File: config.mk
export PLATFORM = sky130hd
export DESIGN_NAME = psr_ctrl
export DESIGN_NICKNAME = d
export VERILOG_FILES = /design/src/hdl/psr_pkg.sv /design/src/hdl/psr_ctrl.sv
export SDC_FILE = /design/constraint.sdc
export NUM_CORES = 1
export LEC_CHECK = 0
export BUFFER_PORTS_ARGS = -buffer_cell sky130_fd_sc_hd__buf_2
export CAP_MARGIN = 40
export CORE_MARGIN = 2
export CORE_UTILIZATION = 50
export DETAILED_ROUTE_END_ITERATION = 16
export MAX_ROUTING_LAYER = met4
export PLACE_DENSITY = 0.83
export SYNTH_ARGS = -nofsm -noshare
export SYNTH_HDL_FRONTEND = slang
export SYNTH_SLANG_ARGS = --single-unit
File: constraint.sdc
create_clock -name aclk -period 4.08 [get_ports aclk]
set_input_delay 0.204 -clock aclk [delete_from_list [all_inputs] [get_ports aclk]]
set_output_delay 0.204 -clock aclk [all_outputs]
set_load 0.02 [all_outputs]
File: src/hdl/psr_pkg.sv
// ----------------------------------------------------------------------------
// Process sample table package
// Types, constants and helpers shared by the slot table block.
// ----------------------------------------------------------------------------
package psr_pkg;

    localparam int SLOT_COUNT  = 32;
    localparam int SLOT_W      = (SLOT_COUNT > 1) ? $clog2(SLOT_COUNT) : 1;
    localparam int MAX_RESULTS = 32;
    localparam int CNT_W       = $clog2(MAX_RESULTS + 1);

    localparam int DATA_W  = 64;
    localparam int PID_W   = 32;
    localparam int CPU_W   = 14;
    localparam int CORE_W  = 11;
    localparam int LIMIT_W = 6;
    localparam int FREQ_W  = 63;
    localparam int SCALE_W = 21;
    localparam int DEN_W   = 84;
    localparam int PROD_W  = 128;
    localparam int CFG_A_W = 2;

    localparam logic [CFG_A_W-1:0] REG_TICK_FREQ    = 2'd0;
    localparam logic [CFG_A_W-1:0] REG_CPU_CORES    = 2'd1;
    localparam logic [CFG_A_W-1:0] REG_RECORD_LIMIT = 2'd2;

    localparam logic [FREQ_W-1:0]  TICK_FREQ_RST    = 63'd10000000;
    localparam logic [CORE_W-1:0]  CPU_CORES_RST    = 11'd1;
    localparam logic [LIMIT_W-1:0] RECORD_LIMIT_RST = 6'd32;

    localparam logic [1:0] CMD_BEGIN  = 2'd0;
    localparam logic [1:0] CMD_COMMIT = 2'd1;
    localparam logic [1:0] CMD_DERIVE = 2'd2;

    localparam logic [CPU_W-1:0]   CPU_MAX    = 14'd10000;
    localparam logic [SCALE_W-1:0] CORE_SCALE = 21'd1000;

    typedef struct packed {
        logic [1:0]        cmd;
        logic [PID_W-1:0]  pid;
        logic [DATA_W-1:0] proc_start;
        logic [DATA_W-1:0] capture_ticks;
        logic [DATA_W-1:0] kernel_time;
        logic [DATA_W-1:0] user_time;
        logic [DATA_W-1:0] bytes_read;
        logic [DATA_W-1:0] bytes_written;
        logic [DATA_W-1:0] working_set;
        logic [DATA_W-1:0] private_size;
    } in_t;

    typedef struct packed {
        logic              status;
        logic              record_valid;
        logic [PID_W-1:0]  out_pid;
        logic [DATA_W-1:0] out_working_set;
        logic [DATA_W-1:0] out_private_size;
        logic [CPU_W-1:0]  cpu_hundredths;
        logic [DATA_W-1:0] read_rate;
        logic [DATA_W-1:0] write_rate;
        logic              last;
    } out_t;

    typedef struct packed {
        logic              has_prev;
        logic [PID_W-1:0]  pid;
        logic [DATA_W-1:0] start;
        logic [DATA_W-1:0] cur_capture;
        logic [DATA_W-1:0] cur_kernel;
        logic [DATA_W-1:0] cur_user;
        logic [DATA_W-1:0] cur_read;
        logic [DATA_W-1:0] cur_write;
        logic [DATA_W-1:0] cur_working;
        logic [DATA_W-1:0] cur_private;
        logic [DATA_W-1:0] prev_capture;
        logic [DATA_W-1:0] prev_kernel;
        logic [DATA_W-1:0] prev_user;
        logic [DATA_W-1:0] prev_read;
        logic [DATA_W-1:0] prev_write;
    } slot_rec_t;

    localparam int REC_W = $bits(slot_rec_t);

    typedef enum logic [3:0] {
        ST_IDLE,
        ST_SCAN,
        ST_COMMIT,
        ST_RESP,
        ST_FIND,
        ST_LATCH,
        ST_MDEN,
        ST_WDEN,
        ST_MUL,
        ST_WMUL,
        ST_DIV,
        ST_WDIV,
        ST_EMIT,
        ST_EMPTY
    } ctrl_state_t;

    typedef enum logic [1:0] {
        OUT_EMPTY,
        OUT_COMMIT,
        OUT_RECORD
    } out_kind_t;

    typedef enum logic [1:0] {
        MUL_DEN,
        MUL_CPU,
        MUL_RD,
        MUL_WR
    } mul_sel_t;

    typedef struct packed {
        logic      load_in;
        logic      clear_seen;
        logic      scan_run;
        logic      commit_write;
        logic      pick_slot;
        logic      lat_rec;
        logic      mul_start;
        mul_sel_t  mul_sel;
        logic      div_start;
        logic      out_load;
        out_kind_t out_kind;
        logic      d_advance;
        logic      d_finish;
    } dp_cmd_t;

    typedef struct packed {
        logic scan_hit;
        logic scan_end;
        logic calc_ok;
        logic next_found;
        logic at_limit;
        logic n_zero;
        logic rec_last;
        logic mul_done;
        logic div_done;
        logic out_free;
    } dp_stat_t;

    function automatic logic [SLOT_W:0] find_first(input logic [SLOT_COUNT-1:0] v);
        logic [SLOT_W-1:0] idx;
        idx = '0;
        for (int i = SLOT_COUNT - 1; i >= 0; i--) begin
            if (v[i]) begin
                idx = SLOT_W'(i);
            end
        end
        return {|v, idx};
    endfunction

endpackage

File: src/hdl/psr_ctrl.sv
// ----------------------------------------------------------------------------
// Process sample table controller
// Sequences begin, commit and derive commands over the datapath.
// ----------------------------------------------------------------------------
module psr_ctrl (
    input  logic              aclk,
    input  logic              aresetn,
    input  logic              s_valid,
    input  logic [1:0]        s_cmd,
    output logic              s_ready,
    input  psr_pkg::dp_stat_t stat,
    output psr_pkg::dp_cmd_t  cmd
);

    psr_pkg::ctrl_state_t state_reg, state_next;
    psr_pkg::mul_sel_t    phase_reg, phase_next;

    always_ff @(posedge aclk) begin
        if (!aresetn) begin
            state_reg <= psr_pkg::ST_IDLE;
            phase_reg <= psr_pkg::MUL_CPU;
        end else begin
            state_reg <= state_next;
            phase_reg <= phase_next;
        end
    end

    always_comb begin
        state_next = state_reg;
        phase_next = phase_reg;
        cmd        = '0;
        s_ready    = 1'b0;
        unique case (state_reg)
            psr_pkg::ST_IDLE: begin
                s_ready = 1'b1;
                if (s_valid) begin
                    cmd.load_in = 1'b1;
                    unique case (s_cmd)
                        psr_pkg::CMD_BEGIN: begin
                            cmd.clear_seen = 1'b1;
                            state_next     = psr_pkg::ST_RESP;
                        end
                        psr_pkg::CMD_COMMIT: state_next = psr_pkg::ST_SCAN;
                        psr_pkg::CMD_DERIVE: state_next = psr_pkg::ST_FIND;
                        default:             state_next = psr_pkg::ST_RESP;
                    endcase
                end
            end
            psr_pkg::ST_SCAN: begin
                cmd.scan_run = 1'b1;
                if (stat.scan_hit || stat.scan_end) begin
                    state_next = psr_pkg::ST_COMMIT;
                end
            end
            psr_pkg::ST_COMMIT: begin
                if (stat.out_free) begin
                    cmd.commit_write = 1'b1;
                    cmd.out_load     = 1'b1;
                    cmd.out_kind     = psr_pkg::OUT_COMMIT;
                    state_next       = psr_pkg::ST_IDLE;
                end
            end
            psr_pkg::ST_RESP: begin
                if (stat.out_free) begin
                    cmd.out_load = 1'b1;
                    cmd.out_kind = psr_pkg::OUT_EMPTY;
                    state_next   = psr_pkg::ST_IDLE;
                end
            end
            psr_pkg::ST_FIND: begin
                if (stat.next_found && !stat.at_limit) begin
                    cmd.pick_slot = 1'b1;
                    state_next    = psr_pkg::ST_LATCH;
                end else if (stat.n_zero) begin
                    state_next = psr_pkg::ST_EMPTY;
                end else begin
                    cmd.d_finish = 1'b1;
                    state_next   = psr_pkg::ST_IDLE;
                end
            end
            psr_pkg::ST_LATCH: begin
                cmd.lat_rec = 1'b1;
                phase_next  = psr_pkg::MUL_CPU;
                state_next  = psr_pkg::ST_MDEN;
            end
            psr_pkg::ST_MDEN: begin
                if (stat.calc_ok) begin
                    cmd.mul_start = 1'b1;
                    cmd.mul_sel   = psr_pkg::MUL_DEN;
                    state_next    = psr_pkg::ST_WDEN;
                end else begin
                    state_next = psr_pkg::ST_EMIT;
                end
            end
            psr_pkg::ST_WDEN: begin
                if (stat.mul_done) begin
                    state_next = psr_pkg::ST_MUL;
                end
            end
            psr_pkg::ST_MUL: begin
                cmd.mul_start = 1'b1;
                cmd.mul_sel   = phase_reg;
                state_next    = psr_pkg::ST_WMUL;
            end
            psr_pkg::ST_WMUL: begin
                if (stat.mul_done) begin
                    state_next = psr_pkg::ST_DIV;
                end
            end
            psr_pkg::ST_DIV: begin
                cmd.div_start = 1'b1;
                state_next    = psr_pkg::ST_WDIV;
            end
            psr_pkg::ST_WDIV: begin
                if (stat.div_done) begin
                    unique case (phase_reg)
                        psr_pkg::MUL_CPU: begin
                            phase_next = psr_pkg::MUL_RD;
                            state_next = psr_pkg::ST_MUL;
                        end
                        psr_pkg::MUL_RD: begin
                            phase_next = psr_pkg::MUL_WR;
                            state_next = psr_pkg::ST_MUL;
                        end
                        default: state_next = psr_pkg::ST_EMIT;
                    endcase
                end
            end
            psr_pkg::ST_EMIT: begin
                if (stat.out_free) begin
                    cmd.out_load  = 1'b1;
                    cmd.out_kind  = psr_pkg::OUT_RECORD;
                    cmd.d_advance = 1'b1;
                    if (stat.rec_last) begin
                        cmd.d_finish = 1'b1;
                        state_next   = psr_pkg::ST_IDLE;
                    end else begin
                        state_next = psr_pkg::ST_FIND;
                    end
                end
            end
            psr_pkg::ST_EMPTY: begin
                if (stat.out_free) begin
                    cmd.out_load = 1'b1;
                    cmd.out_kind = psr_pkg::OUT_EMPTY;
                    cmd.d_finish = 1'b1;
                    state_next   = psr_pkg::ST_IDLE;
                end
            end
            default: state_next = psr_pkg::ST_IDLE;
        endcase
    end

endmodule

; ---- Word-level counts from Yosys, hierarchy flattened
; Index checks and enable logic that the tools add are counted.
[word_totals]
in_bits = 15
reg_bits = 6
wordCells = 77
out_inout_bits = 16
[op_classes]
muxes = 39
n_reduce_logical = 11
n_eq_ne = 25
[ops]
columns = cell, n
row1 = case mux 4 bit (12 select lines), 1
row2 = 2-to-1 mux 4 bit, 10
row3 = == test 4 bit (second input constant), 6
row4 = == test 4 x 3 -> 1 bit (second input constant), 4
row5 = 2-to-1 mux 3 bit, 5
row6 = 2-to-1 mux 1 bit, 13
row7 = != test 2 bit (second input constant), 6
row8 = case mux 3 bit (2 select lines), 2
row9 = case mux 3 bit (3 select lines), 1
row10 = == test 4 x 2 -> 1 bit (second input constant), 2
row11 = case mux 2 bit (2 select lines), 2
row12 = AND reduction 7 bit, 1
row13 = 2-to-1 mux 2 bit, 3
row14 = 2-to-1 mux 5 bit, 1
row15 = == test 2 x 1 -> 1 bit (second input constant), 2
row16 = == test 2 bit (second input constant), 2
row17 = == test 4 x 1 -> 1 bit (second input constant), 1
row18 = logical NOT 4 bit, 1
row19 = OR reduction 2 bit, 2
row20 = != test 3 bit (second input constant), 1
row21 = case mux 1 bit (3 select lines), 1
row22 = AND reduction 3 bit, 1
row23 = OR reduction 3 bit, 1
row24 = logical NOT 2 bit, 1
row25 = 5 further kinds, 5

; ---- Logic depth before layout (Yosys ltp)
; Gate-level depths: netlist of run 1.
[depth]
word_depth = 5
ltp_mapped = 7
depth_no_buf = 7

; ---- Worst setup path after synthesis of run 1
; No wires, ideal clock.
[synth_timing]
path_type = register -> output
from = register state_reg[3]
to = output cmd[13] (netlist bit)
path_buffers = 2
stages_incl_launch_ff = 5
path_slack_ps = 2356
required_ps = 3876
arrival_ps = 1520
path_cell_list = dfxtp_1 -> buf_2 -> buf_2 -> nor4_2 -> and3_1
[synth_rtl]
columns = item, line_no
row1 = from (decl), psr_ctrl.sv:15  ; psr_pkg::ctrl_state_t state_reg, state_next;
row2 = from (signal assigned), psr_ctrl.sv:20  ; state_reg <= psr_pkg::ST_IDLE;
row3 = from (signal assigned), psr_ctrl.sv:23  ; state_reg <= state_next;
row4 = to (decl), psr_ctrl.sv:12  ; output psr_pkg::dp_cmd_t cmd

==> flow_summary_export.csv, run 1 <==
group,metric,value,unit
run_status,outcome,"finished clean",
pwr,ir_drop,0.311,mV
global_routing,antenna_found_initial,0,
final_layout,nets,150,
final_layout,register_area,120,um2
worst_setup_path,end_kind,"output port",
logic_synthesis,synth_compound_gate_area_share,25.2,%
global_routing,grt_start_max_net_pins,20,
logic_synthesis,yosys.area_share.xor_xnor,0,%
clocking,cts_resized,0,
detailed_routing,via_count,855,
detailed_routing,drt_wl_total,1800,um
worst_setup_path,path_class,"reg -> out",
final_layout,largest_register_ffs,4,
placement,gp_congestion,0.870,
clocking,cts_buffer_depth,2,
final_layout,fillers,136,
logic_synthesis,synth_top_family_by_area,"simple AND/OR/NAND/NOR gates",
worst_setup_path,critPathLaunch,"state_reg[3]",
logic_synthesis,synth_mux_area_share,2.66,%
worst_setup_path,worstPathCellList,"nor2b_1 -> and3_1 -> buf_2",
clocking,clk_latency,260,ps
floorplanning,die_area,0.00183,mm2
floorplanning,die_y,42.8,um
pwr,total_power,448,uW
clocking,clk_pin_slew_worst_paths,50,ps
hold_path,whs_endpoint,"phase_reg[0]",
clocking,cts-root-buf,"clkbuf_4",
worst_setup_path,arrival,1740,ps
sta,drv_slew,0,
final_layout,multi_input_area,542,um2
logic_synthesis,synthSimpleGateAreaFrac,39.0,%
sta,fin_skew,12.6,ps
sta,fin_setup_tns,0,ps
logic_synthesis,ys_seq_area_share,15.9,%
worst_setup_path,critical_path.top_delay_family,"flip-flops",
detailed_routing,firstDrtPassIters,5,
placement,io_buffers,30,
sta,layout_min_cycle_time,1940,ps
logic_synthesis,synth_edf_count,0,
hold_path,min_path_type,"in -> reg",
placement,hpwl,1390,um
worst_setup_path,cp.required,3880,ps
logic_synthesis,synth.net_count,124,
global_routing,grt_overflow,0,
logic_synthesis,async_flop_share,0,%
final_layout,diodes,0,
detailed_routing,vias_per_cell,5.86,
final_layout,area_growth,17.4,%
floorplanning,die_w,42.8,um
worst_setup_path,crit_path_start_kind,"flop",
pwr,powerDensity,506,mW/mm2
floorplanning,num_rows,14,
global_routing,first_global_vias,784,
clocking,clock-sinks,6,
clocking,cts_buffers,3,
global_routing,grt_pass1_wl,3190,um
clocking,post_cts_buffers,0,
detailed_routing,post_drt_wl_per_cell,12.3,um
global_routing,grt_use_total,23.4,%
sta,slew_headroom,60.6,%
worst_setup_path,worstPathMaxFanout,18,
logic_synthesis,yosys_warnings,0,
logic_synthesis,ys_ff_latch,6,
worst_setup_path,r2r_start,"state_reg[2]",
detailed_routing,drtIter0Drc,18,
logic_synthesis,syn_area,753,um2
detailed_routing,ant_nets,0,
logic_synthesis,yosys.area_share.adder,4.98,%
sta,worstMarginPinSlew,590,ps
sta,timing.fmax,515,MHz
floorplanning,ios,31,
worst_setup_path,cp_slowest_stage_delay,690,ps
detailed_routing,drc,0,
logic_synthesis,syn_area_per_cell,7.11,um2
hold_path,whs_path_depth,2,
worst_setup_path,r2r_slack,2370,ps
sta,hold_viol,0,
worst_setup_path,reg2reg_depth,5,
floorplanning,core-area,0.00145,mm2
clocking,holdBufCountCts,0,
worst_setup_path,critical_path_buf_inv_count,1,
sta,min_period_over_period,47.6,%
clocking,h-tree-depth,1,
hold_path,worstHoldStart,"aresetn",
final_layout,fin_cells,146,
logic_synthesis,synth.distinct_cells,43,
worst_setup_path,r2r_end,"state_reg[2]",
clocking,cts_tree,"built",
floorplanning,start_util,51.8,%
pwr,p_leak,0.000459,uW
worst_setup_path,slowest_stage,"dfxtp_1",
placement,dp_cells,143,
run,cap_viol_max_count,0,
sta,rsz0062_at_grt,"false",
sta,finalSetupViolations,0,
final_layout,drive_gt1_share,30.0,%
logic_synthesis,synth_flop_cell,"dfxtp_1",
logic_synthesis,postSynthCellCount,106,
Yosys cell counts (2+ instances only):
master / count / area, um2
nor2b_1: 3 / 18.8
nand2_1: 10 / 37.5
nand2b_1: 3 / 18.8
nand3_1: 3 / 15.0
buf_6: 2 / 22.5
o21ai_0: 2 / 10.0
and2_1: 5 / 31.3
nor3_1: 2 / 10.0
o22ai_1: 2 / 12.5
dfxtp_1: 6 / 120
mux2i_1: 2 / 20.0
ha_1: 3 / 37.5
buf_4: 2 / 15.0
buf_2: 4 / 20.0
nor2_1: 10 / 37.5
o211ai_1: 2 / 15.0
inv_1: 8 / 30.0
nor3b_1: 2 / 15.0
and2b_1: 2 / 15.0
and3_1: 5 / 31.3
a21oi_1: 4 / 20.0
o21ai_2: 3 / 26.3
final cells by class:
type	instances	area share (%)
well taps	16	2.26
inverters	8	3.39
clock buffers	3	2.55
multi-input cells	83	61.2
repair buffers	30	17.0
flip-flops and latches	6	13.6
layer usage:
metal  wire (um)  GRT usage [%]  vias up
met1         678           25.7      389
met5           0              -        -
met3         136           6.81        8
met2         940           38.5       37
met4          43           11.3        0
li1            -              -      421
worst max path at each step:
stage                    to  depth (start not counted)  slack (ps)
2_1_floorplan       cmd[13]                          4        2360
3_3_place_gp   state_reg[2]                          5        2450
3_5_place_dp   state_reg[2]                          5        2400
4_1_cts              cmd[2]                          3        2170
5_1_grt             cmd[11]                          3        2000
6_report             cmd[7]                          3        2140
through the flow:
| step | utilization, % | area (um2) | hold WS [ps] | setup slack (ps) |
|---|---|---|---|---|
| 3_5_place_dp | 59.3 | 862 | 489 | 2400 |
| 5_1_grt | 60.8 | 885 | 245 | 2000 |
| 6_report | 60.8 | 885 | 243 | 2140 |
| 3_3_place_gp | 59.3 | 862 | 484 | 2450 |
| 4_1_cts | 60.8 | 885 | 246 | 2170 |
| 2_1_floorplan | - | 753 | 407 | 2360 |
layout by cell type (no fill, tap or decap), types with 2 or more instances in the layout:
master    instances
a21oi_1           4
and2_1            5
and2b_1           2
and3_1            5
buf_2            30
clkbuf_4          3
dfxtp_1           6
ha_1              3
inv_1             8
mux2i_1           2
nand2_1          10
nand2b_1          3
nand3_1           3
nor2_1           10
nor2b_1           3
nor3_1            2
nor3b_1           2
o211ai_1          2
o21ai_0           2
o21ai_2           3
o22ai_1           2
logic make-up after synthesis:
logic type,count (synthesis)
and+or+nand+nor,53
buffers and inverters,17
DFF,6
adders and majority gates,3
AOI/OAI and AO/OA,25
muxes,2
report_power, final:
group | total, uW | internal [uW] | switching, uW
Combinational | 265 | 113 | 151
Sequential | 125 | 71.4 | 53.5
Clock | 58.3 | 33.5 | 24.8
(Power assumes the default switching activity.)
==> run 2, diff against run 1 <==
--- a/config.mk
+++ b/config.mk
@@ -8,10 +8,10 @@
 export BUFFER_PORTS_ARGS = -buffer_cell sky130_fd_sc_hd__buf_2
 export CAP_MARGIN = 40
 export CORE_MARGIN = 2
-export CORE_UTILIZATION = 50
+export CORE_UTILIZATION = 42
 export DETAILED_ROUTE_END_ITERATION = 16
 export MAX_ROUTING_LAYER = met4
-export PLACE_DENSITY = 0.83
+export PLACE_DENSITY = 0.74
 export SYNTH_ARGS = -nofsm -noshare
 export SYNTH_HDL_FRONTEND = slang
 export SYNTH_SLANG_ARGS = --single-unit
==> constraint.sdc (replaced) <==
create_clock -name aclk -period 1.6 [get_ports aclk]
set_input_delay 0.08 -clock aclk [delete_from_list [all_inputs] [get_ports aclk]]
set_output_delay 0.08 -clock aclk [all_outputs]
set_load 0.02 [all_outputs]
==> flow_summary_export.csv, run 2 (synthesis results as in run 1) <==
group,metric,value,unit
placement,io_buffers,30,
clocking,cts_tree,"built",
clocking,cts_buffers,3,
clocking,h-tree-depth,1,
detailed_routing,drtIter0Drc,33,
final_layout,drive_gt1_share,37.2,%
clocking,clock-sinks,6,
detailed_routing,post_drt_wl_per_cell,12.2,um
global_routing,antenna_found_initial,0,
final_layout,mostFrequentLayoutCells,"30 x buf_2, 10 x nor2_1, 10 x nand2_1",
sta,layout_min_cycle_time,1500,ps
final_layout,nets,157,
detailed_routing,vias_per_cell,5.27,
sta,finalSetupViolations,0,
pwr,switchingPower,624,uW
worst_setup_path,cp_slowest_stage_delay,380,ps
worst_setup_path,slowest_stage,"dfxtp_4",
pwr,switching_share,49.5,%
global_routing,grt_start_max_net_pins,14,
detailed_routing,ant_nets,0,
worst_setup_path,arrival,1420,ps
sta,timing.fmax,667,MHz
sta,worstMarginPinSlew,274,ps
final_layout,largest_register_ffs,4,
pwr,pwr-share-seq,23.5,%
clocking,clk_pin_slew_worst_paths,50,ps
global_routing,grt_use_total,20.4,%
worst_setup_path,worstPathCellList,"buf_6 -> and2b_1 -> nand2_1 -> o32ai_1 -> buf_2",
placement,dp_cells,159,
run_status,outcome,"finished clean",
sta,slew_headroom,81.4,%
hold_path,min_path_type,"in -> reg",
final_layout,area_growth,29.2,%
final_layout,fin_cells,162,
floorplanning,die_area,0.00215,mm2
pwr,ir_drop,0.994,mV
final_layout,diodes,0,
worst_setup_path,cp.required,1520,ps
pwr,p_int,637,uW
worst_setup_path,end_kind,"output port",
floorplanning,die_y,46.4,um
run,cap_viol_max_count,0,
clocking,post_cts_buffers,0,
floorplanning,die_w,46.4,um
placement,dpl_cell_area,926,um2
floorplanning,start_util,44.1,%
clocking,holdBufCountCts,0,
sta,hold_viol,0,
final_layout,final_common_cell,"buf_2",
clocking,cts_buffer_depth,2,
placement,hpwl,1510,um
detailed_routing,drc,0,
floorplanning,ios,31,
detailed_routing,firstDrtPassIters,4,
pwr,power_frac_clock,11.4,%
detailed_routing,drt_wl_total,1980,um
pwr,powerDensity,1290,mW/mm2
sta,drv_slew,0,
clocking,clk_latency,250,ps
sta,min_period_over_period,93.8,%
detailed_routing,via_count,853,
worst_setup_path,critical_path_buf_inv_count,2,
worst_setup_path,crit_path_start_kind,"flop",
worst_setup_path,critical_path.top_delay_family,"flip-flops",
clocking,cts-root-buf,"clkbuf_4",
global_routing,grt_overflow,0,
final_layout,fillers,156,
global_routing,grt_pass1_wl,3070,um
placement,gp_congestion,0.870,
pwr,combPwrFrac,65.1,%
floorplanning,core-area,0.00171,mm2
global_routing,first_global_vias,724,
sta,fin_skew,6.00,ps
final_layout,postLayoutCellArea,973,um2
worst_setup_path,worstPathMaxFanout,12,
worst_setup_path,path_class,"reg -> out",
pwr,p_leak,0.000503,uW
floorplanning,num_rows,15,
[run 2: cell types whose count changed in the layout (fill, tap and decap cells not counted), sizes merged]
cell / change
buf: +7
[run 2: layout make-up]
cell class                      instances  area, um2  share of cell area [%]
Multi-Input combinational cell         83        553                    56.8
Timing Repair Buffer                   37        206                    21.2
Sequential cell                         6        130                    13.4
Tap cell                               25       31.3                    3.21
Inverter                                8       30.0                    3.08
Clock buffer                            3       22.5                    2.31
[run 2: path summary, 6_finish.rpt]
check,startpoint,end,slack [ps],cells after the start
worst max-delay path,state_reg[2],cmd[0],100,5
worst min-delay path,aresetn,phase_reg[0],110,2
worst max register to register,state_reg[0],state_reg[2],190,5
worst min register to register,phase_reg[1],phase_reg[1],510,2
[run 2: per-layer routing]
metal  routed length, um  vias up  global-route usage [%]
met3                 146        4                    5.88
met5                   0        -                       -
li1                    -      431                       -
met1                 826      379                    27.0
met2                 974       39                    30.3
met4                  36        0                    5.14
[run 2: stage by stage]
stage | TNS, ps | utilization, % | hold WS, ps | power, uW | setup slack, ps
after detailed placement | 0 | 54.2 | 360 | 1060 | 87.2
after global routing | -1.35 | 57.0 | 114 | 1350 | -1.35
after CTS | 0 | 55.8 | 101 | 1210 | 40.0
final | 0 | 57.0 | 108 | 1260 | 99.9
after global placement | 0 | 54.2 | 355 | 1050 | 121
after floorplan | 0 | - | 283 | 866 | 0.208
[run 2: worst reg2reg max path: cells and delay by family (launching register included)]
| kind | cells | cell delay [ps] |
|---|---|---|
| flops | 1 | 460 |
| compound gates | 4 | 630 |
| simple gates | 1 | 210 |
[run 2: what timing repair did]
action                                  in CTS  in global routing
resized for setup                            3                  6
endpoints found under the setup margin      11                 12
hold endpoints to repair                     0                  0
pin swaps                                    0                  1
[run 2: power by group through the flow]
stage	Sequential, uW	Combinational, uW	Clock, uW
2_1_floorplan	202	664	0
3_3_place_gp	275	771	0
3_5_place_dp	276	779	0
4_1_cts	275	784	150
5_1_grt	305	891	158
6_report	296	821	144
